## config.mk

```make
export PLATFORM = sky130hd
export DESIGN_NAME = indexed_list_store
export DESIGN_NICKNAME = d
export VERILOG_FILES = /design/src/rtl/ils_pkg.sv /design/src/rtl/ils_ram.sv /design/src/rtl/ils_ctrl.sv /design/src/rtl/ils_datapath.sv /design/src/rtl/indexed_list_store.sv
export SDC_FILE = /design/constraint.sdc
export NUM_CORES = 2
export LEC_CHECK = 0
export ABC_AREA = 1
export BUFFER_PORTS_ARGS = -buffer_cell sky130_fd_sc_hd__buf_2
export CAP_MARGIN = 0
export CORE_AREA = 2 2 422 424
export CTS_CLUSTER_SIZE = 20
export DETAILED_ROUTE_END_ITERATION = 8
export DIE_AREA = 0 0 424 426
export GPL_ROUTABILITY_DRIVEN = 1
export PLACE_DENSITY = 0.69
export SKIP_LAST_GASP = 1
export SLEW_MARGIN = 20
export SYNTH_ARGS = -nofsm -noshare
export SYNTH_HDL_FRONTEND = slang
export SYNTH_HIERARCHICAL = 1
export SYNTH_SLANG_ARGS = --single-unit
```

## constraint.sdc

```tcl
create_clock -name clock -period 5.4 [get_ports clock]
set_input_delay 0.54 -clock clock [delete_from_list [all_inputs] [get_ports clock]]
set_output_delay 0.54 -clock clock [all_outputs]
set_load 0.02 [all_outputs]
```

## src/rtl/ils_pkg.sv

```systemverilog
package ils_pkg;

   localparam int CAPACITY = 64;
   localparam int ADDR_W   = $clog2(CAPACITY);
   localparam int CNT_W    = $clog2(CAPACITY + 1);

   localparam int OP_W     = 3;
   localparam int POS_W    = 7;
   localparam int DATA_W   = 32;
   localparam int STAT_W   = 2;
   localparam int CNTO_W   = 7;
   localparam int CMP_W    = (POS_W > CNT_W) ? POS_W : CNT_W;

   localparam int REQ_W    = ((OP_W + POS_W + DATA_W + 7) / 8) * 8;
   localparam int RSP_W    = ((DATA_W + STAT_W + CNTO_W + 7) / 8) * 8;

   typedef enum logic [OP_W-1:0] {
      OP_READ     = 3'd0,
      OP_INS_HEAD = 3'd1,
      OP_APPEND   = 3'd2,
      OP_INS_POS  = 3'd3,
      OP_DELETE   = 3'd4
   } op_type;

   typedef enum logic [STAT_W-1:0] {
      ST_DONE  = 2'd0,
      ST_RANGE = 2'd1,
      ST_FULL  = 2'd2
   } status_type;

   typedef enum logic [1:0] {
      DSEL_ZERO = 2'd0,
      DSEL_RAM  = 2'd1,
      DSEL_ONES = 2'd2
   } dsel_type;

   typedef enum logic [2:0] {
      IDX_HOLD  = 3'd0,
      IDX_COUNT = 3'd1,
      IDX_POS   = 3'd2,
      IDX_DEC   = 3'd3,
      IDX_INC   = 3'd4
   } idx_op_type;

   typedef enum logic [1:0] {
      RD_POS  = 2'd0,
      RD_DOWN = 2'd1,
      RD_UP   = 2'd2
   } rd_sel_type;

   typedef enum logic {
      WR_SHIFT  = 1'b0,
      WR_INSERT = 1'b1
   } wr_sel_type;

   typedef enum logic [1:0] {
      CNT_HOLD = 2'd0,
      CNT_INC  = 2'd1,
      CNT_DEC  = 2'd2
   } cnt_op_type;

   typedef struct packed {
      logic       load_item;
      idx_op_type idx_op;
      logic       rd_en;
      rd_sel_type rd_sel;
      logic       wr_en;
      wr_sel_type wr_sel;
      cnt_op_type cnt_op;
      logic       rsp_load;
      dsel_type   rsp_dsel;
      status_type rsp_status;
   } cmd_type;

   typedef struct packed {
      op_type opc;
      logic   pos_lt_count;
      logic   pos_le_count;
      logic   full;
      logic   idx_gt_tgt;
      logic   idx_inc_lt_count;
      logic   rsp_busy;
   } stat_type;

endpackage

```

## src/rtl/ils_ram.sv

```systemverilog
module ils_ram #(
   parameter int WIDTH = 32,
   parameter int DEPTH = 64
) (
   input  logic                     clock,
   input  logic                     wr_en,
   input  logic [$clog2(DEPTH)-1:0] wr_addr,
   input  logic [WIDTH-1:0]         wr_data,
   input  logic                     rd_en,
   input  logic [$clog2(DEPTH)-1:0] rd_addr,
   output logic [WIDTH-1:0]         rd_data
);

   logic [WIDTH-1:0] mem_ff [DEPTH];
   logic [WIDTH-1:0] rd_data_ff;

   always_ff @(posedge clock) begin
      if (wr_en) begin
         mem_ff[wr_addr] <= wr_data;
      end
      if (rd_en) begin
         rd_data_ff <= mem_ff[rd_addr];
      end
   end

   assign rd_data = rd_data_ff;

endmodule

```

## src/rtl/ils_ctrl.sv

```systemverilog
module ils_ctrl (
   input  logic              clock,
   input  logic              reset,
   input  logic              req_tvalid,
   output logic              req_tready,
   input  ils_pkg::stat_type stat,
   output ils_pkg::cmd_type  cmd
);

   typedef enum logic [8:0] {
      S_IDLE      = 9'b000000001,
      S_DECIDE    = 9'b000000010,
      S_READ_WAIT = 9'b000000100,
      S_UP_RD     = 9'b000001000,
      S_UP_WR     = 9'b000010000,
      S_INS_WR    = 9'b000100000,
      S_DN_RD     = 9'b001000000,
      S_DN_WR     = 9'b010000000,
      S_RESPOND   = 9'b100000000
   } state_type;

   state_type              state_ff, state_in;
   ils_pkg::dsel_type      dsel_ff, dsel_in;
   ils_pkg::status_type    res_ff, res_in;

   always_ff @(posedge clock) begin
      if (reset) begin
         state_ff <= S_IDLE;
         dsel_ff  <= ils_pkg::DSEL_ZERO;
         res_ff   <= ils_pkg::ST_DONE;
      end else begin
         state_ff <= state_in;
         dsel_ff  <= dsel_in;
         res_ff   <= res_in;
      end
   end

   assign req_tready = (state_ff == S_IDLE);

   always_comb begin
      state_in       = state_ff;
      dsel_in        = dsel_ff;
      res_in         = res_ff;
      cmd            = '0;
      cmd.idx_op     = ils_pkg::IDX_HOLD;
      cmd.rd_sel     = ils_pkg::RD_POS;
      cmd.wr_sel     = ils_pkg::WR_SHIFT;
      cmd.cnt_op     = ils_pkg::CNT_HOLD;
      cmd.rsp_dsel   = dsel_ff;
      cmd.rsp_status = res_ff;

      unique case (state_ff)
         S_IDLE: begin
            if (req_tvalid) begin
               cmd.load_item = 1'b1;
               state_in      = S_DECIDE;
            end
         end
         S_DECIDE: begin
            dsel_in  = ils_pkg::DSEL_ZERO;
            res_in   = ils_pkg::ST_DONE;
            state_in = S_RESPOND;
            unique case (stat.opc)
               ils_pkg::OP_READ: begin
                  if (stat.pos_lt_count) begin
                     cmd.rd_en  = 1'b1;
                     cmd.rd_sel = ils_pkg::RD_POS;
                     dsel_in    = ils_pkg::DSEL_RAM;
                     state_in   = S_READ_WAIT;
                  end else begin
                     dsel_in = ils_pkg::DSEL_ONES;
                     res_in  = ils_pkg::ST_RANGE;
                  end
               end
               ils_pkg::OP_INS_HEAD, ils_pkg::OP_APPEND: begin
                  if (stat.full) begin
                     res_in = ils_pkg::ST_FULL;
                  end else begin
                     cmd.idx_op = ils_pkg::IDX_COUNT;
                     state_in   = S_UP_RD;
                  end
               end
               ils_pkg::OP_INS_POS: begin
                  // The range check takes precedence over the full check.
                  if (!stat.pos_le_count) begin
                     res_in = ils_pkg::ST_RANGE;
                  end else if (stat.full) begin
                     res_in = ils_pkg::ST_FULL;
                  end else begin
                     cmd.idx_op = ils_pkg::IDX_COUNT;
                     state_in   = S_UP_RD;
                  end
               end
               ils_pkg::OP_DELETE: begin
                  if (!stat.pos_lt_count) begin
                     res_in = ils_pkg::ST_RANGE;
                  end else begin
                     cmd.idx_op = ils_pkg::IDX_POS;
                     state_in   = S_DN_RD;
                  end
               end
               default: begin
                  state_in = S_RESPOND;
               end
            endcase
         end
         S_READ_WAIT: begin
            state_in = S_RESPOND;
         end
         S_UP_RD: begin
            if (stat.idx_gt_tgt) begin
               cmd.rd_en  = 1'b1;
               cmd.rd_sel = ils_pkg::RD_DOWN;
               state_in   = S_UP_WR;
            end else begin
               state_in = S_INS_WR;
            end
         end
         S_UP_WR: begin
            cmd.wr_en  = 1'b1;
            cmd.wr_sel = ils_pkg::WR_SHIFT;
            cmd.idx_op = ils_pkg::IDX_DEC;
            state_in   = S_UP_RD;
         end
         S_INS_WR: begin
            cmd.wr_en  = 1'b1;
            cmd.wr_sel = ils_pkg::WR_INSERT;
            cmd.cnt_op = ils_pkg::CNT_INC;
            state_in   = S_RESPOND;
         end
         S_DN_RD: begin
            if (stat.idx_inc_lt_count) begin
               cmd.rd_en  = 1'b1;
               cmd.rd_sel = ils_pkg::RD_UP;
               state_in   = S_DN_WR;
            end else begin
               cmd.cnt_op = ils_pkg::CNT_DEC;
               state_in   = S_RESPOND;
            end
         end
         S_DN_WR: begin
            cmd.wr_en  = 1'b1;
            cmd.wr_sel = ils_pkg::WR_SHIFT;
            cmd.idx_op = ils_pkg::IDX_INC;
            state_in   = S_DN_RD;
         end
         S_RESPOND: begin
            // Wait until the output register is free or being drained.
            if (!stat.rsp_busy) begin
               cmd.rsp_load = 1'b1;
               state_in     = S_IDLE;
            end
         end
         default: begin
            state_in = S_IDLE;
         end
      endcase
   end

endmodule

```

## src/rtl/ils_datapath.sv

```systemverilog
module ils_datapath (
   input  logic                       clock,
   input  logic                       reset,
   input  ils_pkg::cmd_type           cmd,
   output ils_pkg::stat_type          stat,
   input  logic [ils_pkg::REQ_W-1:0]  req_tdata,
   input  logic                       rsp_tready,
   output logic                       rsp_tvalid,
   output logic [ils_pkg::RSP_W-1:0]  rsp_tdata
);

   ils_pkg::op_type                  opc_ff, opc_in;
   logic [ils_pkg::POS_W-1:0]        pos_ff, pos_in;
   logic [ils_pkg::DATA_W-1:0]       din_ff, din_in;
   logic [ils_pkg::CNT_W-1:0]        count_ff, count_in;
   logic [ils_pkg::CNT_W-1:0]        idx_ff, idx_in;
   logic                             rsp_valid_ff, rsp_valid_in;
   logic [ils_pkg::DATA_W-1:0]       rsp_data_ff, rsp_data_in;
   ils_pkg::status_type              rsp_status_ff, rsp_status_in;
   logic [ils_pkg::CNTO_W-1:0]       rsp_count_ff, rsp_count_in;

   logic [ils_pkg::CMP_W-1:0]        pos_ext, cnt_ext, idx_ext, tgt_ext;
   logic [ils_pkg::CNT_W:0]          idx_up_wide;
   logic [ils_pkg::CNT_W-1:0]        idx_dn;
   logic [ils_pkg::ADDR_W-1:0]       rd_addr, wr_addr;
   logic [ils_pkg::DATA_W-1:0]       wr_data, ram_rdata;

   always_ff @(posedge clock) begin
      if (reset) begin
         count_ff     <= '0;
         idx_ff       <= '0;
         rsp_valid_ff <= 1'b0;
      end else begin
         count_ff     <= count_in;
         idx_ff       <= idx_in;
         rsp_valid_ff <= rsp_valid_in;
      end
   end

   always_ff @(posedge clock) begin
      opc_ff        <= opc_in;
      pos_ff        <= pos_in;
      din_ff        <= din_in;
      rsp_data_ff   <= rsp_data_in;
      rsp_status_ff <= rsp_status_in;
      rsp_count_ff  <= rsp_count_in;
   end

   // Latch the incoming word.
   always_comb begin
      opc_in = opc_ff;
      pos_in = pos_ff;
      din_in = din_ff;
      if (cmd.load_item) begin
         opc_in = ils_pkg::op_type'(req_tdata[ils_pkg::OP_W-1:0]);
         pos_in = req_tdata[ils_pkg::OP_W +: ils_pkg::POS_W];
         din_in = req_tdata[ils_pkg::OP_W + ils_pkg::POS_W +: ils_pkg::DATA_W];
      end
   end

   assign pos_ext = ils_pkg::CMP_W'(pos_ff);
   assign cnt_ext = ils_pkg::CMP_W'(count_ff);
   assign idx_ext = ils_pkg::CMP_W'(idx_ff);

   // Position where the new value lands for the three insert kinds.
   always_comb begin
      unique case (opc_ff)
         ils_pkg::OP_INS_HEAD: tgt_ext = '0;
         ils_pkg::OP_APPEND:   tgt_ext = cnt_ext;
         default:              tgt_ext = pos_ext;
      endcase
   end

   assign idx_up_wide = {1'b0, idx_ff} + (ils_pkg::CNT_W + 1)'(1);
   assign idx_dn      = idx_ff - ils_pkg::CNT_W'(1);

   always_comb begin
      stat.opc              = opc_ff;
      stat.pos_lt_count     = (pos_ext < cnt_ext);
      stat.pos_le_count     = (pos_ext <= cnt_ext);
      stat.full             = (count_ff == ils_pkg::CNT_W'(ils_pkg::CAPACITY));
      stat.idx_gt_tgt       = (idx_ext > tgt_ext);
      stat.idx_inc_lt_count = (idx_up_wide < {1'b0, count_ff});
      stat.rsp_busy         = rsp_valid_ff && !rsp_tready;
   end

   always_comb begin
      unique case (cmd.idx_op)
         ils_pkg::IDX_HOLD:  idx_in = idx_ff;
         ils_pkg::IDX_COUNT: idx_in = count_ff;
         ils_pkg::IDX_POS:   idx_in = ils_pkg::CNT_W'(pos_ext);
         ils_pkg::IDX_DEC:   idx_in = idx_dn;
         ils_pkg::IDX_INC:   idx_in = idx_up_wide[ils_pkg::CNT_W-1:0];
         default:            idx_in = idx_ff;
      endcase
   end

   always_comb begin
      unique case (cmd.cnt_op)
         ils_pkg::CNT_HOLD: count_in = count_ff;
         ils_pkg::CNT_INC:  count_in = count_ff + ils_pkg::CNT_W'(1);
         ils_pkg::CNT_DEC:  count_in = count_ff - ils_pkg::CNT_W'(1);
         default:           count_in = count_ff;
      endcase
   end

   always_comb begin
      unique case (cmd.rd_sel)
         ils_pkg::RD_POS:  rd_addr = pos_ext[ils_pkg::ADDR_W-1:0];
         ils_pkg::RD_DOWN: rd_addr = idx_dn[ils_pkg::ADDR_W-1:0];
         ils_pkg::RD_UP:   rd_addr = idx_up_wide[ils_pkg::ADDR_W-1:0];
         default:          rd_addr = pos_ext[ils_pkg::ADDR_W-1:0];
      endcase
   end

   // A shift moves the entry just read into the slot under the cursor.
   always_comb begin
      unique case (cmd.wr_sel)
         ils_pkg::WR_SHIFT: begin
            wr_addr = idx_ff[ils_pkg::ADDR_W-1:0];
            wr_data = ram_rdata;
         end
         ils_pkg::WR_INSERT: begin
            wr_addr = tgt_ext[ils_pkg::ADDR_W-1:0];
            wr_data = din_ff;
         end
         default: begin
            wr_addr = idx_ff[ils_pkg::ADDR_W-1:0];
            wr_data = ram_rdata;
         end
      endcase
   end

   ils_ram #(
      .WIDTH (ils_pkg::DATA_W),
      .DEPTH (ils_pkg::CAPACITY)
   ) u_entries (
      .clock   (clock),
      .wr_en   (cmd.wr_en),
      .wr_addr (wr_addr),
      .wr_data (wr_data),
      .rd_en   (cmd.rd_en),
      .rd_addr (rd_addr),
      .rd_data (ram_rdata)
   );

   always_comb begin
      rsp_valid_in  = rsp_valid_ff;
      rsp_data_in   = rsp_data_ff;
      rsp_status_in = rsp_status_ff;
      rsp_count_in  = rsp_count_ff;
      if (rsp_valid_ff && rsp_tready) begin
         rsp_valid_in = 1'b0;
      end
      if (cmd.rsp_load) begin
         rsp_valid_in  = 1'b1;
         rsp_status_in = cmd.rsp_status;
         rsp_count_in  = ils_pkg::CNTO_W'(count_ff);
         unique case (cmd.rsp_dsel)
            ils_pkg::DSEL_ZERO: rsp_data_in = '0;
            ils_pkg::DSEL_RAM:  rsp_data_in = ram_rdata;
            ils_pkg::DSEL_ONES: rsp_data_in = '1;
            default:            rsp_data_in = '0;
         endcase
      end
   end

   assign rsp_tvalid = rsp_valid_ff;
   assign rsp_tdata  = ils_pkg::RSP_W'({rsp_count_ff, rsp_status_ff, rsp_data_ff});

endmodule

```

## src/rtl/indexed_list_store.sv

```systemverilog
// Ordered list of up to ils_pkg::CAPACITY signed 32-bit values held in a RAM with one
// write port and one registered read port, with one response word for every request word.
// Requests are taken one at a time. With the output register free, a read steps through the
// decide, read-wait and respond states before its response goes valid. An insert at the head
// places the new value at position 0 and an append places it at count. Inserts and deletes
// move each entry behind the affected position by one slot, with a read through the RAM's
// registered read port and then a write. Refused operations (out of range or full) and
// unused opcodes respond straight from the decide state and leave the list unchanged. The
// controller goes back to idle as it loads the response, so the next request can be accepted
// in the same cycle that the response goes valid, even while that response still waits in
// the output register. A stalled response delays only the loading of the next response.
module indexed_list_store (
   input  logic                      clock,
   input  logic                      reset,
   input  logic                      req_tvalid,
   output logic                      req_tready,
   // opcode [2:0], position [9:3], data_in [41:10], zero fill above
   input  logic [ils_pkg::REQ_W-1:0] req_tdata,
   output logic                      rsp_tvalid,
   input  logic                      rsp_tready,
   // data_out [31:0], status [33:32], count_out [40:34], zero fill above
   output logic [ils_pkg::RSP_W-1:0] rsp_tdata
);

   ils_pkg::cmd_type  cmd;
   ils_pkg::stat_type stat;

   ils_ctrl u_ctrl (
      .clock      (clock),
      .reset      (reset),
      .req_tvalid (req_tvalid),
      .req_tready (req_tready),
      .stat       (stat),
      .cmd        (cmd)
   );

   ils_datapath u_datapath (
      .clock      (clock),
      .reset      (reset),
      .cmd        (cmd),
      .stat       (stat),
      .req_tdata  (req_tdata),
      .rsp_tready (rsp_tready),
      .rsp_tvalid (rsp_tvalid),
      .rsp_tdata  (rsp_tdata)
   );

endmodule
```

==> results.toml <==
[logic_synthesis]
synth_top_family_by_area = "simple AND/OR/NAND/NOR gates"
synth-adder-area-share = 0.00458
syn_inst = 7414
ys_types = 46
ys_seq_area_frac = 0.735
synth_area_um2 = 89100
synth-simple-area-share = 0.217
synth.avg_cell_area_um2 = 12.0
synth-seq-cells = 2191
ys_warn_count = 6
synthMuxAreaShare = 0.00404
synth_compound_area_frac = 0.00702
synth_xor_area_frac = 0.00126

[min_path]
hold_path.class = "primary input to flop"

[clock_network]
htreeDepth = 4
insertion_delay_ps = 870
cts_sinks = 2191
cts_max_path_buffers = 3
path_clk_slew_ps = 60
cts_root_buf = "clkbuf_16"
cts_buffers = 215
tritoncts = "yes"

[grt]
track_usage = 0.273
grt_pass1_wl_um = 366000
grt_max_degree = 81
antenna_found_initial = 13
grt_pass1_vias = 56900
grt_overflow = 0

[power_and_ir_drop]
ir_drop_mv = 0.397
p_leak_nw = 36.1
totalPowerFinal_mw = 35.9
power.density_nw_per_um2 = 353

[sta]
hold_viol = 0
fin_ws_ps = 310
slew_violations = 0
fin_crit_sh = 0.943
tightest_slew_ps = 1210
fin_crit_ps = 5090
fmax_ghz = 0.196
rsz0062_at_grt = "false"
setup_viol = 0
slew-limit-headroom = 0.189
fin_tns_setup_ps = 0
finClkSkew_ps = 73.3

[drt]
via_count = 60100
drtPass1Iterations = 8
postRouteAntennaNets = 0
drc_errors = 0
viasPerCell = 5.93
drtIter0Drc = 8148
drt_wl_total_um = 250000
wl_per_cell_um = 24.7

[placement]
io_buffers = 88
place_area_um2 = 94200
gp_congestion = 0.951
dp_hpwl_um = 143000
preCtsSetupSlack_ps = 251

[critical_path]
critPathRequiredTime_ps = 6000
max_stage_delay_ps = 440
arrival_ps = 5690
cp-start-kind = "flop"
crit_slowest_cell = "edfxtp_1"
critPathKind = "flop to flop"
timing.critical_path.mode_cell = "nand2_1"
cp_max_fo = 33
crit_path_end_kind = "flop"

[floorplanning]
fp.coreArea_um2 = 176000
die_area_um2 = 181000
start_util = 0.507
die_h_um = 426
rows = 154
pin_count = 102
die_w_um = 424

[layout]
layout-area-overhead-vs-synth_pct = 13.9
layout-drive-gt1-share = 0.106
finalNetCount = 7695
post-route-cell-area_um2 = 102000
fillerInstances = 13700
post-route-util = 0.578

[flow_run]
cap_violations = 0

[outcome]
status = "finished clean"
-- path summary, 6_finish.rpt --
path                             start                               to  slack, ps  depth (start not counted)
hold / removal              req_tvalid               u_ctrl/state_ff[1]         70                          3
setup / recovery  u_datapath/opc_ff[2]  u_datapath/u_entries/rd_data[6]        310                         29
hold reg to reg       u_ctrl/res_ff[1]      u_datapath/rsp_status_ff[1]        450                          0
setup reg to reg  u_datapath/opc_ff[2]  u_datapath/u_entries/rd_data[6]        310                         29
-- per-stage QoR --
| step | std cells | hold WS (ps) |
|---|---|---|
| global placement | 9687 | 430 |
| CTS | 10100 | 7.00 |
| detailed placement | 9690 | 427 |
| global route | 10100 | 74.0 |
| finish | 10100 | 67.8 |
| floorplan | 7420 | 409 |
-- sequential cells by signal (all words and copies together), names as in the netlist --
register and count:
u_datapath/u_entries/mem_ff 2048, u_datapath/din_ff 32, u_datapath/rsp_data_ff 32, u_datapath/u_entries/rd_data 32, u_ctrl/state_ff 9, u_datapath/cnt_ext 7, u_datapath/idx_ext 7, u_datapath/pos_ext 7
u_datapath/rsp_count_ff 7, u_datapath/opc_ff 3, u_ctrl/dsel_ff 2, u_ctrl/res_ff 2, u_datapath/rsp_status_ff 2, u_datapath/rsp_tvalid 1
-- kinds of logic (layout without fill, tap and decap cells) --
family,Yosys count,after routing
buffers and inverters,571,937
other,1,8
xor gates and xnor gates,12,12
muxes,32,32
DFF,2191,2191
and+or+nand+nor,4460,4460
adders and majority gates,32,32
AOI/OAI and AO/OA,115,115
-- cell usage after synthesis, drive strengths merged --
library cell / number / area [um^2]
edfxtp: 2163 / 65000
buf: 385 / 2050
o211ai: 3 / 22.5
nand3: 1942 / 9720
dfxtp: 28 / 561
o22ai: 9 / 56.3
a31oi: 7 / 43.8
inv: 96 / 363
fa: 1 / 20.0
and2: 1 / 8.76
a21oi: 64 / 328
ha: 31 / 388
or2: 3 / 18.8
o21ai: 27 / 135
nor2: 107 / 440
a211oi: 1 / 7.51
nand3b: 3 / 22.5
a41oi: 1 / 8.76
xnor2: 2 / 17.5
xor2: 10 / 95.1
a22oi: 2 / 15.0
nor4: 11 / 68.8
clkinv: 1 / 3.75
nor3: 3 / 15.0
nand4: 22 / 144
conb: 1 / 3.75
nand2: 2368 / 8910
mux2: 32 / 360
clkbuf: 89 / 334
a31o: 1 / 8.76
-- per-layer routing --
metal | routed length, um | vias up | track usage | part of all wire
li1 | - | 26800 | - | -
met1 | 93400 | 29300 | 0.368 | 0.37
met2 | 115000 | 3462 | 0.426 | 0.46
met3 | 29100 | 594 | 0.0590 | 0.12
met4 | 12700 | 2 | 0.130 | 0.051
met5 | 19 | - | 0 | 0.000076
-- report_power, final --
group | switching [mW] | total, mW | internal [mW]
clock network | 6.39 | 14.5 | 8.16
registers | 0.0214 | 18.5 | 18.5
logic | 1.98 | 2.85 | 0.873
-- cells in the final DEF, fill, tap and decap left out, types with 17 or more instances in the layout --
master         synthesis  layout
buf_2                287      88
dfxtp_1               28      28
buf_4                 52     229
nor2_1               101      41
nand4_1               21      21
edfxtp_1            2163    2163
clkbuf_16              0     216
nand3_1             1941    1939
buf_12                 0      86
clkinv_2               0      32
dlygate4sd3_1          0      42
ha_1                  31      30
bufinv_16              0      17
clkinv_1               1      56
nand2_1             2365    2364
a21oi_1               62      62
nor2_4                 2      61
clkbuf_1              89      50
inv_1                 91      89
mux2_2                32      29
o21ai_0               27      20
-- what timing repair did --
action,CTS,global route
gates resized for setup,0,6
buffers inserted,0,2
setup endpoints to repair,0,12
hold buffers,42,0
hold endpoints to repair,42,0
-- critical path: cells and delay by family (launching register included) --
kind | cells | cell delay (ps)
AND/OR/NAND/NOR | 13 | 1690
adder cells (fa/ha/maj) | 2 | 630
AO/OA/AOI/OAI | 5 | 800
buffers and inverters | 9 | 1260
flip-flops | 1 | 440
-- cell type report --
| class | count | area (um^2) | area share |
|---|---|---|---|
| Sequential cell | 2191 | 65500 | 0.645 |
| Multi-Input combinational cell | 4658 | 21500 | 0.212 |
| Clock buffer | 266 | 5590 | 0.0551 |
| Timing Repair Buffer | 448 | 4380 | 0.0432 |
| Tap cell | 2340 | 2930 | 0.0288 |
| Clock inverter | 126 | 1210 | 0.0120 |
| Inverter | 97 | 405 | 0.00399 |
| Antenna cell | 1 | 2.50 | 0.0000246 |
Power figures use the tool's default switching activity.
